## src/hw/rtl/cwts_pkg.sv

```systemverilog
// ============================================================================
// cwts_pkg: shared types and constants for the coil winder traverse sequencer
// Holds the key codes, the key ladder thresholds, register indexes and the
// command and status structs that join the controller to the datapath.
// ============================================================================
package cwts_pkg;

  localparam int unsigned WIDTH_MAX = 63;
  localparam int unsigned TURNS_MAX = 255;

  // Key ladder thresholds on the 10-bit ADC sample.
  localparam logic [9:0] LEVEL_NONE_ABOVE   = 10'd1000;
  localparam logic [9:0] LEVEL_RIGHT_BELOW  = 10'd50;
  localparam logic [9:0] LEVEL_UP_BELOW     = 10'd195;
  localparam logic [9:0] LEVEL_DOWN_BELOW   = 10'd380;
  localparam logic [9:0] LEVEL_LEFT_BELOW   = 10'd555;
  localparam logic [9:0] LEVEL_SELECT_BELOW = 10'd790;

  // Register reset values.
  localparam logic [15:0] STEPS_PER_REV_RESET   = 16'd6400;
  localparam logic [5:0]  WIDTH_INCREMENT_RESET = 6'd1;

  // Configuration register indexes.
  typedef enum logic [0:0] {
    CFG_STEPS_PER_REV   = 1'b0,
    CFG_WIDTH_INCREMENT = 1'b1
  } cfg_index_t;

  typedef enum logic [2:0] {
    KEY_RIGHT  = 3'd0,
    KEY_UP     = 3'd1,
    KEY_DOWN   = 3'd2,
    KEY_LEFT   = 3'd3,
    KEY_SELECT = 3'd4,
    KEY_NONE   = 3'd5
  } key_t;

  typedef enum logic [0:0] {
    ST_IDLE = 1'b0,
    ST_EMIT = 1'b1
  } ctrl_state_t;

  typedef struct packed {
    logic take;   // load a new pass into the datapath
    logic emit;   // move the current beat into the output register
  } ctrl_cmd_t;

  typedef struct packed {
    logic final_beat;  // the current beat is the last of the pass
  } dp_status_t;

  function automatic key_t decode_key(input logic [9:0] level);
    key_t k;
    begin
      if (level > LEVEL_NONE_ABOVE) begin
        k = KEY_NONE;
      end else if (level < LEVEL_RIGHT_BELOW) begin
        k = KEY_RIGHT;
      end else if (level < LEVEL_UP_BELOW) begin
        k = KEY_UP;
      end else if (level < LEVEL_DOWN_BELOW) begin
        k = KEY_DOWN;
      end else if (level < LEVEL_LEFT_BELOW) begin
        k = KEY_LEFT;
      end else if (level < LEVEL_SELECT_BELOW) begin
        k = KEY_SELECT;
      end else begin
        k = KEY_NONE;
      end
      return k;
    end
  endfunction

endpackage

```

## src/hw/rtl/cwts_ctrl.sv

```systemverilog
// ============================================================================
// cwts_ctrl: pass controller
// Takes one pass at a time, then walks its beats into the output register.
// ============================================================================
module cwts_ctrl (
  input  logic                   clk,
  input  logic                   rst,
  input  logic                   in_valid,
  output logic                   in_ready,
  output logic                   out_valid,
  input  logic                   out_ready,
  input  cwts_pkg::dp_status_t   status,
  output cwts_pkg::ctrl_cmd_t    cmd
);

  cwts_pkg::ctrl_state_t state;
  cwts_pkg::ctrl_state_t state_next;
  logic                  out_valid_next;

  always_comb begin
    state_next = state;
    case (state)
      cwts_pkg::ST_IDLE: begin
        if (in_valid) begin
          state_next = cwts_pkg::ST_EMIT;
        end
      end
      cwts_pkg::ST_EMIT: begin
        if (cmd.emit && status.final_beat) begin
          state_next = cwts_pkg::ST_IDLE;
        end
      end
      default: begin
        state_next = cwts_pkg::ST_IDLE;
      end
    endcase
  end

  always_comb begin
    in_ready = 1'b0;
    cmd.take = 1'b0;
    cmd.emit = 1'b0;
    case (state)
      cwts_pkg::ST_IDLE: begin
        in_ready = 1'b1;
        cmd.take = in_valid;
      end
      cwts_pkg::ST_EMIT: begin
        cmd.emit = !out_valid || out_ready;
      end
      default: begin
        in_ready = 1'b0;
      end
    endcase
  end

  always_comb begin
    if (cmd.emit) begin
      out_valid_next = 1'b1;
    end else if (out_ready) begin
      out_valid_next = 1'b0;
    end else begin
      out_valid_next = out_valid;
    end
  end

  always_ff @(posedge clk) begin
    if (rst) begin
      state     <= cwts_pkg::ST_IDLE;
      out_valid <= 1'b0;
    end else begin
      state     <= state_next;
      out_valid <= out_valid_next;
    end
  end

endmodule

```

## src/hw/rtl/cwts_dp.sv

```systemverilog
// ============================================================================
// cwts_dp: sequencer datapath
// Key handling, winding counters, beat counter and the output register.
// ============================================================================
module cwts_dp (
  input  logic                  clk,
  input  logic                  rst,
  input  logic                  cfg_write,
  input  logic [0:0]            cfg_index,
  input  logic [15:0]           cfg_data,
  input  logic [9:0]            key_level,
  input  logic                  endstop,
  input  cwts_pkg::ctrl_cmd_t   cmd,
  output cwts_pkg::dp_status_t  status,
  output logic                  spindle_step,
  output logic                  traverse_move,
  output logic                  traverse_dir,
  output logic                  running,
  output logic [7:0]            turns_setting,
  output logic [5:0]            width_setting,
  output logic                  last
);

  // Configuration registers.
  logic [15:0] steps_per_rev;
  logic [5:0]  width_increment;

  // Winding state.
  cwts_pkg::key_t previous_key;
  logic        winding_on;
  logic [7:0]  turns_per_traverse;
  logic [5:0]  traverse_width;
  logic [7:0]  revolution_count;
  logic [15:0] spindle_step_count;
  logic        heading_left;
  logic [15:0] left_move_count;

  // Per-pass beat descriptor.
  logic [5:0]  beat;
  logic [5:0]  beat_final;
  logic        pass_step;
  logic        pass_move;
  logic        pass_dir;

  cwts_pkg::key_t key_now;
  logic        winding_on_next;
  logic [7:0]  turns_per_traverse_next;
  logic [5:0]  traverse_width_next;
  logic [7:0]  revolution_count_next;
  logic [15:0] spindle_step_count_next;
  logic        heading_left_next;
  logic [15:0] left_move_count_next;
  logic [5:0]  beat_final_next;
  logic        pass_step_next;
  logic        pass_move_next;
  logic        pass_dir_next;
  logic [6:0]  width_sum;
  logic [16:0] step_count_inc;

  always_comb begin
    key_now                 = cwts_pkg::decode_key(key_level);
    winding_on_next         = winding_on;
    turns_per_traverse_next = turns_per_traverse;
    traverse_width_next     = traverse_width;
    revolution_count_next   = revolution_count;
    spindle_step_count_next = spindle_step_count;
    heading_left_next       = heading_left;
    left_move_count_next    = left_move_count;
    beat_final_next         = 6'd0;
    pass_step_next          = 1'b0;
    pass_move_next          = 1'b0;
    pass_dir_next           = 1'b0;
    width_sum               = {1'b0, traverse_width} + {1'b0, width_increment};
    step_count_inc          = {1'b0, spindle_step_count} + 17'd1;

    // Keys act only on a change of the decoded code.
    if (key_now != previous_key) begin
      case (key_now)
        cwts_pkg::KEY_RIGHT: begin
          if (width_sum > 7'(cwts_pkg::WIDTH_MAX)) begin
            traverse_width_next = 6'(cwts_pkg::WIDTH_MAX);
          end else begin
            traverse_width_next = width_sum[5:0];
          end
        end
        cwts_pkg::KEY_LEFT: begin
          if (traverse_width > 6'd1) begin
            if (width_increment >= traverse_width) begin
              traverse_width_next = 6'd0;
            end else begin
              traverse_width_next = traverse_width - width_increment;
            end
          end
        end
        cwts_pkg::KEY_UP: begin
          if (turns_per_traverse < 8'(cwts_pkg::TURNS_MAX)) begin
            turns_per_traverse_next = turns_per_traverse + 8'd1;
          end
        end
        cwts_pkg::KEY_DOWN: begin
          if (turns_per_traverse > 8'd1) begin
            turns_per_traverse_next = turns_per_traverse - 8'd1;
          end
        end
        cwts_pkg::KEY_SELECT: begin
          winding_on_next = !winding_on;
        end
        default: begin
          winding_on_next = winding_on;
        end
      endcase
    end

    if (winding_on_next) begin
      pass_step_next = 1'b1;
      if (revolution_count < turns_per_traverse_next) begin
        // Single spindle step; the count is widened to 17 bits and returns to zero at steps_per_rev.
        if (step_count_inc >= {1'b0, steps_per_rev}) begin
          spindle_step_count_next = 16'd0;
          if (revolution_count != 8'hFF) begin
            revolution_count_next = revolution_count + 8'd1;
          end
        end else begin
          spindle_step_count_next = step_count_inc[15:0];
        end
      end else begin
        // Traverse pass: endstop and direction first, then width+1 beats.
        pass_move_next  = 1'b1;
        beat_final_next = traverse_width_next;
        if (!endstop) begin
          heading_left_next = 1'b0;
        end else if (heading_left && (left_move_count != 16'hFFFF)) begin
          left_move_count_next = left_move_count + 16'd1;
        end
        pass_dir_next = !heading_left_next && (left_move_count_next != 16'd0);
        if (pass_dir_next) begin
          left_move_count_next = left_move_count_next - 16'd1;
        end
        if (!heading_left_next && (left_move_count_next == 16'd0)) begin
          heading_left_next = 1'b1;
        end
        revolution_count_next = 8'd0;
      end
    end
  end

  assign status.final_beat = (beat == beat_final);

  always_ff @(posedge clk) begin
    if (rst) begin
      steps_per_rev   <= cwts_pkg::STEPS_PER_REV_RESET;
      width_increment <= cwts_pkg::WIDTH_INCREMENT_RESET;
    end else if (cfg_write) begin
      case (cfg_index)
        cwts_pkg::CFG_STEPS_PER_REV:   steps_per_rev   <= cfg_data;
        cwts_pkg::CFG_WIDTH_INCREMENT: width_increment <= cfg_data[5:0];
        default:                       steps_per_rev   <= steps_per_rev;
      endcase
    end
  end

  always_ff @(posedge clk) begin
    if (rst) begin
      previous_key       <= cwts_pkg::KEY_RIGHT;
      winding_on         <= 1'b0;
      turns_per_traverse <= 8'd1;
      traverse_width     <= 6'd4;
      revolution_count   <= 8'd0;
      spindle_step_count <= 16'd0;
      heading_left       <= 1'b1;
      left_move_count    <= 16'd0;
      beat               <= 6'd0;
      beat_final         <= 6'd0;
      pass_step          <= 1'b0;
      pass_move          <= 1'b0;
      pass_dir           <= 1'b0;
    end else if (cmd.take) begin
      previous_key       <= key_now;
      winding_on         <= winding_on_next;
      turns_per_traverse <= turns_per_traverse_next;
      traverse_width     <= traverse_width_next;
      revolution_count   <= revolution_count_next;
      spindle_step_count <= spindle_step_count_next;
      heading_left       <= heading_left_next;
      left_move_count    <= left_move_count_next;
      beat               <= 6'd0;
      beat_final         <= beat_final_next;
      pass_step          <= pass_step_next;
      pass_move          <= pass_move_next;
      pass_dir           <= pass_dir_next;
    end else if (cmd.emit) begin
      beat <= beat + 6'd1;
    end
  end

  // Output register; settings hold steady while a pass is being emitted.
  always_ff @(posedge clk) begin
    if (cmd.emit) begin
      spindle_step  <= pass_step;
      traverse_move <= pass_move;
      traverse_dir  <= pass_dir;
      running       <= winding_on;
      turns_setting <= turns_per_traverse;
      width_setting <= traverse_width;
      last          <= status.final_beat;
    end
  end

endmodule

```

## src/hw/rtl/coil_winder_traverse_sequencer_top.sv

```systemverilog
// ============================================================================
// coil_winder_traverse_sequencer_top: traverse sequencer for a coil winder
// Decodes the key ladder, keeps the winding settings and counters, and
// issues the spindle step and traverse move beats of each control pass.
// ============================================================================
// Usage:
// Each input beat (in_valid/in_ready) is one control pass carrying the key
// ladder ADC sample and the endstop level. Each output beat
// (out_valid/out_ready) is one result: a spindle step flag, a traverse move
// flag with its direction, the current settings, and last on the final beat
// of the pass. An idle or single-step pass gives one beat; a traverse pass
// gives width_setting+1 beats, at most 64.
// The block works on one pass at a time. A pass is taken into the datapath;
// once the controller enters its emit state and the output register is free,
// the first result is loaded, and then one beat is issued per cycle while
// the receiver keeps out_ready high. The beat counter walks the results
// through the single output register. in_ready is high again as soon as the
// last beat is loaded, even if it is still waiting to be taken.
// When the receiver stalls, the output beat holds and the sequencer waits.
// Synchronous active-high reset restores the power-up settings (width 4,
// one turn per traverse, 6400 steps per revolution, winding off) and
// empties the output register. Configuration writes take effect at once
// and should only be made while the block is idle.
module coil_winder_traverse_sequencer_top (
  input  logic        clk,
  input  logic        rst,
  input  logic        cfg_write,
  input  logic [0:0]  cfg_index,
  input  logic [15:0] cfg_data,
  input  logic        in_valid,
  output logic        in_ready,
  input  logic [9:0]  key_level,
  input  logic        endstop,
  output logic        out_valid,
  input  logic        out_ready,
  output logic        spindle_step,
  output logic        traverse_move,
  output logic        traverse_dir,
  output logic        running,
  output logic [7:0]  turns_setting,
  output logic [5:0]  width_setting,
  output logic        last
);

  cwts_pkg::ctrl_cmd_t  cmd;
  cwts_pkg::dp_status_t status;

  // The controller sequences passes and beats.
  cwts_ctrl u_ctrl (
    .clk       (clk),
    .rst       (rst),
    .in_valid  (in_valid),
    .in_ready  (in_ready),
    .out_valid (out_valid),
    .out_ready (out_ready),
    .status    (status),
    .cmd       (cmd)
  );

  // The datapath holds the settings, counters and output register.
  cwts_dp u_dp (
    .clk           (clk),
    .rst           (rst),
    .cfg_write     (cfg_write),
    .cfg_index     (cfg_index),
    .cfg_data      (cfg_data),
    .key_level     (key_level),
    .endstop       (endstop),
    .cmd           (cmd),
    .status        (status),
    .spindle_step  (spindle_step),
    .traverse_move (traverse_move),
    .traverse_dir  (traverse_dir),
    .running       (running),
    .turns_setting (turns_setting),
    .width_setting (width_setting),
    .last          (last)
  );

`ifndef ASSERT_OFF
  // Only one pass is in flight: taking one closes the input.
  a_one_pass: assert property (@(posedge clk) disable iff (rst)
    in_valid && in_ready |=> !in_ready)
    else $error("input taken while a pass is in flight");

  // An idle status result is a single beat with no step.
  a_idle_single: assert property (@(posedge clk) disable iff (rst)
    out_valid && !running |-> last && !spindle_step && !traverse_move)
    else $error("idle pass gave a step or more than one beat");

  // The direction flag is only set on traverse moves.
  a_dir_on_move: assert property (@(posedge clk) disable iff (rst)
    out_valid && !traverse_move |-> !traverse_dir)
    else $error("direction set without a traverse move");

  // Every traverse move is paired with a spindle step.
  a_move_steps: assert property (@(posedge clk) disable iff (rst)
    out_valid && traverse_move |-> spindle_step)
    else $error("traverse move without a spindle step");
`endif

endmodule
```

## config.mk

```make
export PLATFORM = sky130hd
export DESIGN_NAME = coil_winder_traverse_sequencer_top
export DESIGN_NICKNAME = d
export VERILOG_FILES = /design/src/hw/rtl/cwts_pkg.sv /design/src/hw/rtl/cwts_ctrl.sv /design/src/hw/rtl/cwts_dp.sv /design/src/hw/rtl/coil_winder_traverse_sequencer_top.sv
export SDC_FILE = /design/constraint.sdc
export NUM_CORES = 1
export LEC_CHECK = 0
export CORE_AREA = 2 2 161 116
export CTS_BUF_LIST = sky130_fd_sc_hd__clkbuf_8
export CTS_CLUSTER_DIAMETER = 50
export DETAILED_ROUTE_END_ITERATION = 6
export DIE_AREA = 0 0 163 118
export DONT_BUFFER_PORTS = 1
export PLACE_DENSITY = 0.57
export SYNTH_ARGS = -nofsm -noshare
export SYNTH_HDL_FRONTEND = slang
export SYNTH_SLANG_ARGS = --single-unit
```

## constraint.sdc

```tcl
create_clock -name clk -period 8.1 [get_ports clk]
set_input_delay 0.81 -clock clk [delete_from_list [all_inputs] [get_ports clk]]
set_output_delay 0.81 -clock clk [all_outputs]
set_load 0.02 [all_outputs]
```

Yosys cells after proc, flatten, opt, wreduce, memory -nomap -nowiden. Index checks and enable logic that the tools add are counted.

Multipliers: 0. Bitwise operators: 3. Shifts and indexed selects: 0. Magnitude comparators: 13. Equal/unequal tests: 10. Divide/modulo/power cells: 0. Mux-type cells: 47. Add/sub/neg operators: 9. Reduce and logical (&&, ||, !) cells: 18.

Operators with widths (number): two-way mux 16 bit (8); two-way mux 8 bit (6); two-way mux 6 bit (6); < comparator 10 bit, second input constant (2); two-way mux 1 bit (19); adder 16 x 1 -> 17 bit, second input constant (1); greater-or-equal comparator 17 x 16 -> 1 bit (1); adder 16 x 1 -> 16 bit, second input constant (1); adder 8 x 1 -> 8 bit, second input constant (2); zero test 16 bit (1); inequality test 16 bit, second input constant (1); case mux 8 bit (2 select lines) (1); nonzero test 16 bit (1); subtractor 16 x 1 -> 16 bit, second input constant (1); two-way mux 3 bit (5); case mux 6 bit (2 select lines) (1); > comparator 10 bit, second input constant (1); < comparator 10 x 6 -> 1 bit, second input constant (1); < comparator 10 x 8 -> 1 bit, second input constant (1); < comparator 10 x 9 -> 1 bit, second input constant (1); > comparator 8 x 1 -> 1 bit, second input constant (1); < comparator 8 bit (1); < comparator 8 bit, second input constant (1); inequality test 8 bit, second input constant (1); other kinds (24) (35).

Bits in writable memories: 0. Output and inout port bits: 21. Bits in read-only memories: 0. Register bits: 117. Logic and storage cells: 124. Memories: 0. Bits in latches: 0.

Logic depth before layout (Yosys ltp).
Depth in word-level cells: 21. Gate-level depth with buffers: 21.

Cells and area by module. Synthesis repeated with hierarchy kept, for this count alone.

Cells, all modules: 930. Area total of the unflattened synthesis: 7633.6 um2.

Modules (own cells, without submodules): cwts_dp (sequential area each 2442.3 um2, cells an instance 920, area each 7528.5 um2, instances 1); cwts_ctrl (sequential area each 40.0 um2, cells an instance 10, area each 105.1 um2, instances 1).

Worst setup path after synthesis. Ideal clock, no wire load.

Kind: in2reg. Start: input port key_level[1]. End: register u_dp.spindle_step_count[3]. Path slack: 3358 ps. Arrival time: 4646 ps. Buffers on the path: 3. Stages: 19. Cells stage by stage: a211o_1 -> o311a_1 -> nor3_1 -> a21oi_1 -> xnor2_1 -> or2_2 -> clkbuf_1 -> a31o_2 -> a22oi_1 -> ha_1 -> nand4_1 -> o221ai_1 -> a2111o_1 -> and3_1 -> buf_6 -> a21oi_2 -> buf_6 -> nand2_4 -> o41ai_2.

Word-level cells in the longest chain between the ends: 12. Elaborated cells on any way between the ends: 22.

Ends and longest elaborated chain: start, declared (RTL line coil_winder_traverse_sequencer_top.sv:32) `input logic [9:0] key_level,`; < comparator 10 bit (RTL line cwts_pkg.sv:65) `end else if (level < LEVEL_SELECT_BELOW) begin`; two-way mux 1 bit (RTL line cwts_pkg.sv:65); two-way mux 3 bit (RTL line cwts_pkg.sv:63) `end else if (level < LEVEL_LEFT_BELOW) begin`; two-way mux 3 bit (RTL line cwts_pkg.sv:61) `end else if (level < LEVEL_DOWN_BELOW) begin`; two-way mux 3 bit (RTL line cwts_pkg.sv:59) `end else if (level < LEVEL_UP_BELOW) begin`; two-way mux 3 bit (RTL line cwts_pkg.sv:57) `end else if (level < LEVEL_RIGHT_BELOW) begin`; two-way mux 3 bit (*) (RTL line cwts_pkg.sv:55) `if (level > LEVEL_NONE_ABOVE) begin`; == test 3 x 2 -> 1 bit or == test 3 x 1 -> 1 bit (tied branches) (RTL line cwts_dp.sv:78) `case (key_now)`; case mux 8 bit (2 select lines) (RTL line cwts_dp.sv:78); two-way mux 8 bit (RTL line cwts_dp.sv:77) `if (key_now != previous_key) begin`; < comparator 8 bit (RTL line cwts_dp.sv:116) `if (revolution_count < turns_per_traverse_next) begin`; AND reduction 3 bit (no source line) (*); end signal, assigned (RTL line cwts_dp.sv:183) `spindle_step_count <= spindle_step_count_next;`; end, declared (RTL line cwts_dp.sv:34) `logic [15:0] spindle_step_count;`.

Every way passes the cells marked *; elsewhere a longest branch is shown, timed or not. A chain may end at the register's enable or synchronous reset.

Worst setup path after layout.
Start: input port key_level[1]. End: register u_dp.spindle_step_count[8].

Same word-level chain as after synthesis.

==> results.env <==
H_TREE_LEVELS=4
SETUP_TNS_NS=0
NUM_ANTENNA_CELLS=0
CORE_AREA_UM2=17700
SYNTHADDERAREAFRAC_PCT=7.554
CRITICAL_PATH.CELL_CHAIN='a211o_1 -> o311a_1 -> nor3_1 -> a21oi_1 -> xnor2_1 -> or2_2 -> a31o_2 -> a22oi_1 -> ha_1 -> nand4_1 -> o221ai_1 -> a2111o_1 -> and3_1 -> a21oi_2 -> o21ai_0 -> a32o_1'
OVERALL_ROUTED_NET_LENGTH_MM=20.63
NUMBER_OF_GLOBAL_ROUTE_VIAS_BEFORE_REPAIR=6282
CRITPATHREQUIREDTIME_NS=8.43
DESIGN.DIE.AREA_UM2=19230
SIMPLE_GATE_PORTION_OF_THE_SYNTHESIZED_AREA_PCT=26.17
HOLD_BUFFERS=0
P_TOTAL_mW=1.390
START_UTIL_PCT=44.17
SETUP.WORST_PATH.START_CLASS='input port'
SYNTH_COMPOUND_AREA_SHARE_PCT=21.90
DETAIL_ROUTE.WL_PER_CELL_UM=17.28
FILLERINSTANCES=1756
BUFFER_LEVELS_ON_THE_LONGEST_CLOCK_PATH=2
WORST_IR_DROP_VDD_uV=82.44
MAX-SLEW-MARGIN-REL_PCT=26.17
CRITICAL_PATH_BUF_INV_COUNT=0
CLOCKROOTBUFFER='sky130_fd_sc_hd__clkbuf_8'
FINAL_NUMBER_OF_HOLD_VIOLATING_ENDPOINTS=0
MET3WIRELENGTH_MM=1.576
SYNTH_XOR_AREA_SHARE_PCT=5.378
POSTSYNTH.TOPFLOPCELL='sky130_fd_sc_hd__dfxtp_1'
DP.FINAL_HPWL_MM=14.88
SYNTH_CELL_TYPE_COUNT=79
SYNTH-EDFF-COUNT=18
TIMING.RR.START='u_dp.turns_per_traverse[0]'
SYNTH_TOP_FAMILY_BY_AREA='simple AND/OR/NAND/NOR gates'
CP_MAX_FO=17
WORSTHOLDSTART='rst'
TOP_SIGNAL_LAYER_USED='met4'
FIN_CRIT_SH_PCT=67.86
YS.WARNINGS.COUNT=0
POWER-PER-CELL-AREA_nW_PER_UM2=166.8
GRT_ANTENNA_BEFORE_REPAIR=0
FIN_CRIT_NS=5.497
IO_BUFFERS=0
SYNTH_INSTANCES=973
YOSYS_REGISTER_BITS=115
ROUTEDLENGTHMET1_MM=10.75
STATIC_POWER_DUE_TO_LEAKAGE_nW=3.201
REG2REG_SETUP_SLACK_NS=2.75
TRITONCTS='yes'
WIRE_LENGTH_OF_THE_FIRST_GLOBAL_ROUTING_PASS_MM=33.78
FINAL_SLEW_VIOLATIONS=0
TOP_LEVEL_PORTS=54
SYNTH_FP_NETS=1052
MOSTFREQUENTLAYOUTCELL='sky130_fd_sc_hd__nand2_1'
POSTSYNTH.ASYNCRESETSHARE_PCT=0
SETUP_VIOLATIONS=0
PLACE_CONGESTION=0.9101
TOTAL_NUMBER_OF_VIAS=7082
SETUP.WORST_PATH.CLASS='in -> reg'
ROUTE.DETAILED.DRC=0
WL_MET2_MM=8.099
CRIT_PATH_START='key_level[1]'
VIA_PER_INST=5.931
CTS-BUFFERS-INSERTED=17
TIMING.MAX_CAP.VIOLATIONS=0
DIE_X_UM=163
DRT-PASS1-ITER-COUNT=7
SYN_AVG_CELL_AREA_UM2=8.034
CTS_NUM_SINKS=115
NUMBER_OF_ANTENNA_VIOLATING_NETS_IN_THE_ROUTED_DESIGN=0
CRITICAL_PATH.SLOWEST_CELL='sky130_fd_sc_hd__a21oi_2'
SETUP.WORST_PATH.END_CLASS='register'
POST_SYNTH_INSTANCE_AREA_UM2=7817
ACTUAL_SLEW_AT_THE_WORST_MAX_SLEW_PIN_NS=1.100
CLK_PIN_SLEW_WORST_PATHS_NS=0.07
FINAL_AREA_UM2=8335
GRT_USE_TOTAL_PCT=22.02
MOSTFREQUENTLAYOUTCELLS='114 x sky130_fd_sc_hd__nand2_1, 97 x sky130_fd_sc_hd__dfxtp_1, 72 x sky130_fd_sc_hd__nor2_1'
STATUS='finished, final reports clean'
WORSTHOLDPATHTYPE='in -> reg'
DRT_FIRST_ITER_VIOLATIONS=683
PIN_COUNT_OF_THE_BIGGEST_NET_ENTERING_GLOBAL_ROUTING=77
SOURCE_TO_SINK_CLOCK_DELAY_AT_THE_LATER_PIN_OF_THE_WORST_SKEW_PAIR_NS=0.45
YS_SEQ_AREA_SHARE_PCT=31.75
NETS_FINISH=1025
MAX_STAGE_DELAY_NS=0.68
CRIT_ARRIVAL_NS=5.83
GR-TOTAL-OVERFLOW=0
WORST_CLOCK_SKEW_NS=0.01314
FMAX_MHz=181.9
AREA_OVERHEAD_OF_THE_LAYOUT_RELATIVE_TO_SYNTHESIS_PCT=6.626
ROWS=41
DRIVE_ABOVE_1_SHARE_PCT=6.576
DIEHEIGHT_UM=118
CRITICAL-PATH-TOP-DELAY-FAMILY='compound AO/OA/AOI/OAI gates'
PLACEDINSTANCEAREA_UM2=7938
RSZ0062_AT_GRT='no'
CTS_SETUP_BUFFERS=0
POSTCTSRESIZEDCELLS=0
SYNTH.MUX.AREA_FRACTION_PCT=2.097
per-stage QoR:
stage / std cells / hold WS (ns) / util (%) / setup slack (ns)
floorplan: 973 / 0.4029 / - / 3.358
finish: 1194 / 0.4352 / 47.10 / 2.603
global route: 1194 / 0.3995 / 47.10 / 2.323
detailed placement: 1163 / 0.4242 / 44.85 / 2.266
global placement: 1163 / 0.4233 / 44.85 / 2.390
CTS: 1194 / 0.4057 / 47.10 / 2.687
worst paths after layout:
| kind | endpoint | cells after the start |
|---|---|---|
| setup / recovery | u_dp.spindle_step_count[8] | 16 |
| hold / removal | u_ctrl.out_valid | 1 |
| setup reg to reg | u_dp.spindle_step_count[8] | 17 |
| hold reg to reg | u_dp.traverse_move | 0 |
registers in the layout, indices dropped and copies added, names as in the netlist:
register / cells
u_dp.steps_per_rev: 16
u_dp.pass_dir: 1
u_dp.traverse_move: 1
u_dp.left_move_count: 16
u_dp.width_increment: 6
u_dp.traverse_width: 6
u_dp.last: 1
u_dp.turns_setting: 8
u_dp.heading_left: 1
u_dp.running: 1
u_dp.previous_key: 3
u_dp.pass_move: 1
u_dp.beat_final: 6
u_dp.traverse_dir: 1
u_ctrl.out_valid: 1
u_dp.width_setting: 6
u_dp.revolution_count: 8
u_dp.spindle_step_count: 16
u_dp.turns_per_traverse: 8
u_dp.beat: 6
u_dp.pass_step: 1
u_ctrl.state: 1
synth_stat cells (12+ instances only):
cell	n	area, µm²
sky130_fd_sc_hd__nand2_1	114	427.9
sky130_fd_sc_hd__dfxtp_1	97	1942
sky130_fd_sc_hd__a21oi_1	72	360.4
sky130_fd_sc_hd__nor2_1	72	270.3
sky130_fd_sc_hd__nand3_1	57	285.3
sky130_fd_sc_hd__inv_1	45	168.9
sky130_fd_sc_hd__ha_1	44	550.5
sky130_fd_sc_hd__o21ai_0	37	185.2
sky130_fd_sc_hd__clkbuf_1	34	127.6
sky130_fd_sc_hd__xnor2_1	29	254.0
sky130_fd_sc_hd__nor3_1	26	130.1
sky130_fd_sc_hd__xor2_1	19	166.4
sky130_fd_sc_hd__edfxtp_1	18	540.5
sky130_fd_sc_hd__nand4_1	18	112.6
sky130_fd_sc_hd__a211oi_1	17	127.6
sky130_fd_sc_hd__and3_1	16	100.1
sky130_fd_sc_hd__mux2i_1	13	130.1
sky130_fd_sc_hd__a21o_1	12	90.09
sky130_fd_sc_hd__buf_2	12	60.06
area by class of cell:
type                            instances  area [µm²]  area share, %
Clock buffer                           20       275.3          3.302
Clock inverter                         11       122.6          1.471
Inverter                               45       168.9          2.026
Multi-Input combinational cell        760        4938          59.25
Sequential cell                       115        2482          29.78
Tap cell                              236       295.3          3.542
Timing Repair Buffer                    7       52.55         0.6304
kinds of logic (layout without fill, tap and decap cells):
kind of cell | Yosys count | in the layout
flops | 115 | 115
compound gates | 252 | 252
fa+ha+maj | 46 | 46
xor+xnor | 48 | 48
simple gates | 398 | 398
mux | 16 | 16
buf+inv | 98 | 83
layer usage:
layer,up-vias,global-route usage (%)
li1,3514,-
met1,3295,34.06
met2,249,29.53
met3,24,5.920
met4,0,5.642
met5,-,0
report_power, final:
part / internal [mW] / switching [mW] / total [mW]
combinational: 0.0764 / 0.126 / 0.202
sequential: 0.603 / 0.0323 / 0.635
clock: 0.319 / 0.234 / 0.553
total: 0.999 / 0.392 / 1.39
No activity file was read; power rests on OpenSTA's default activity.
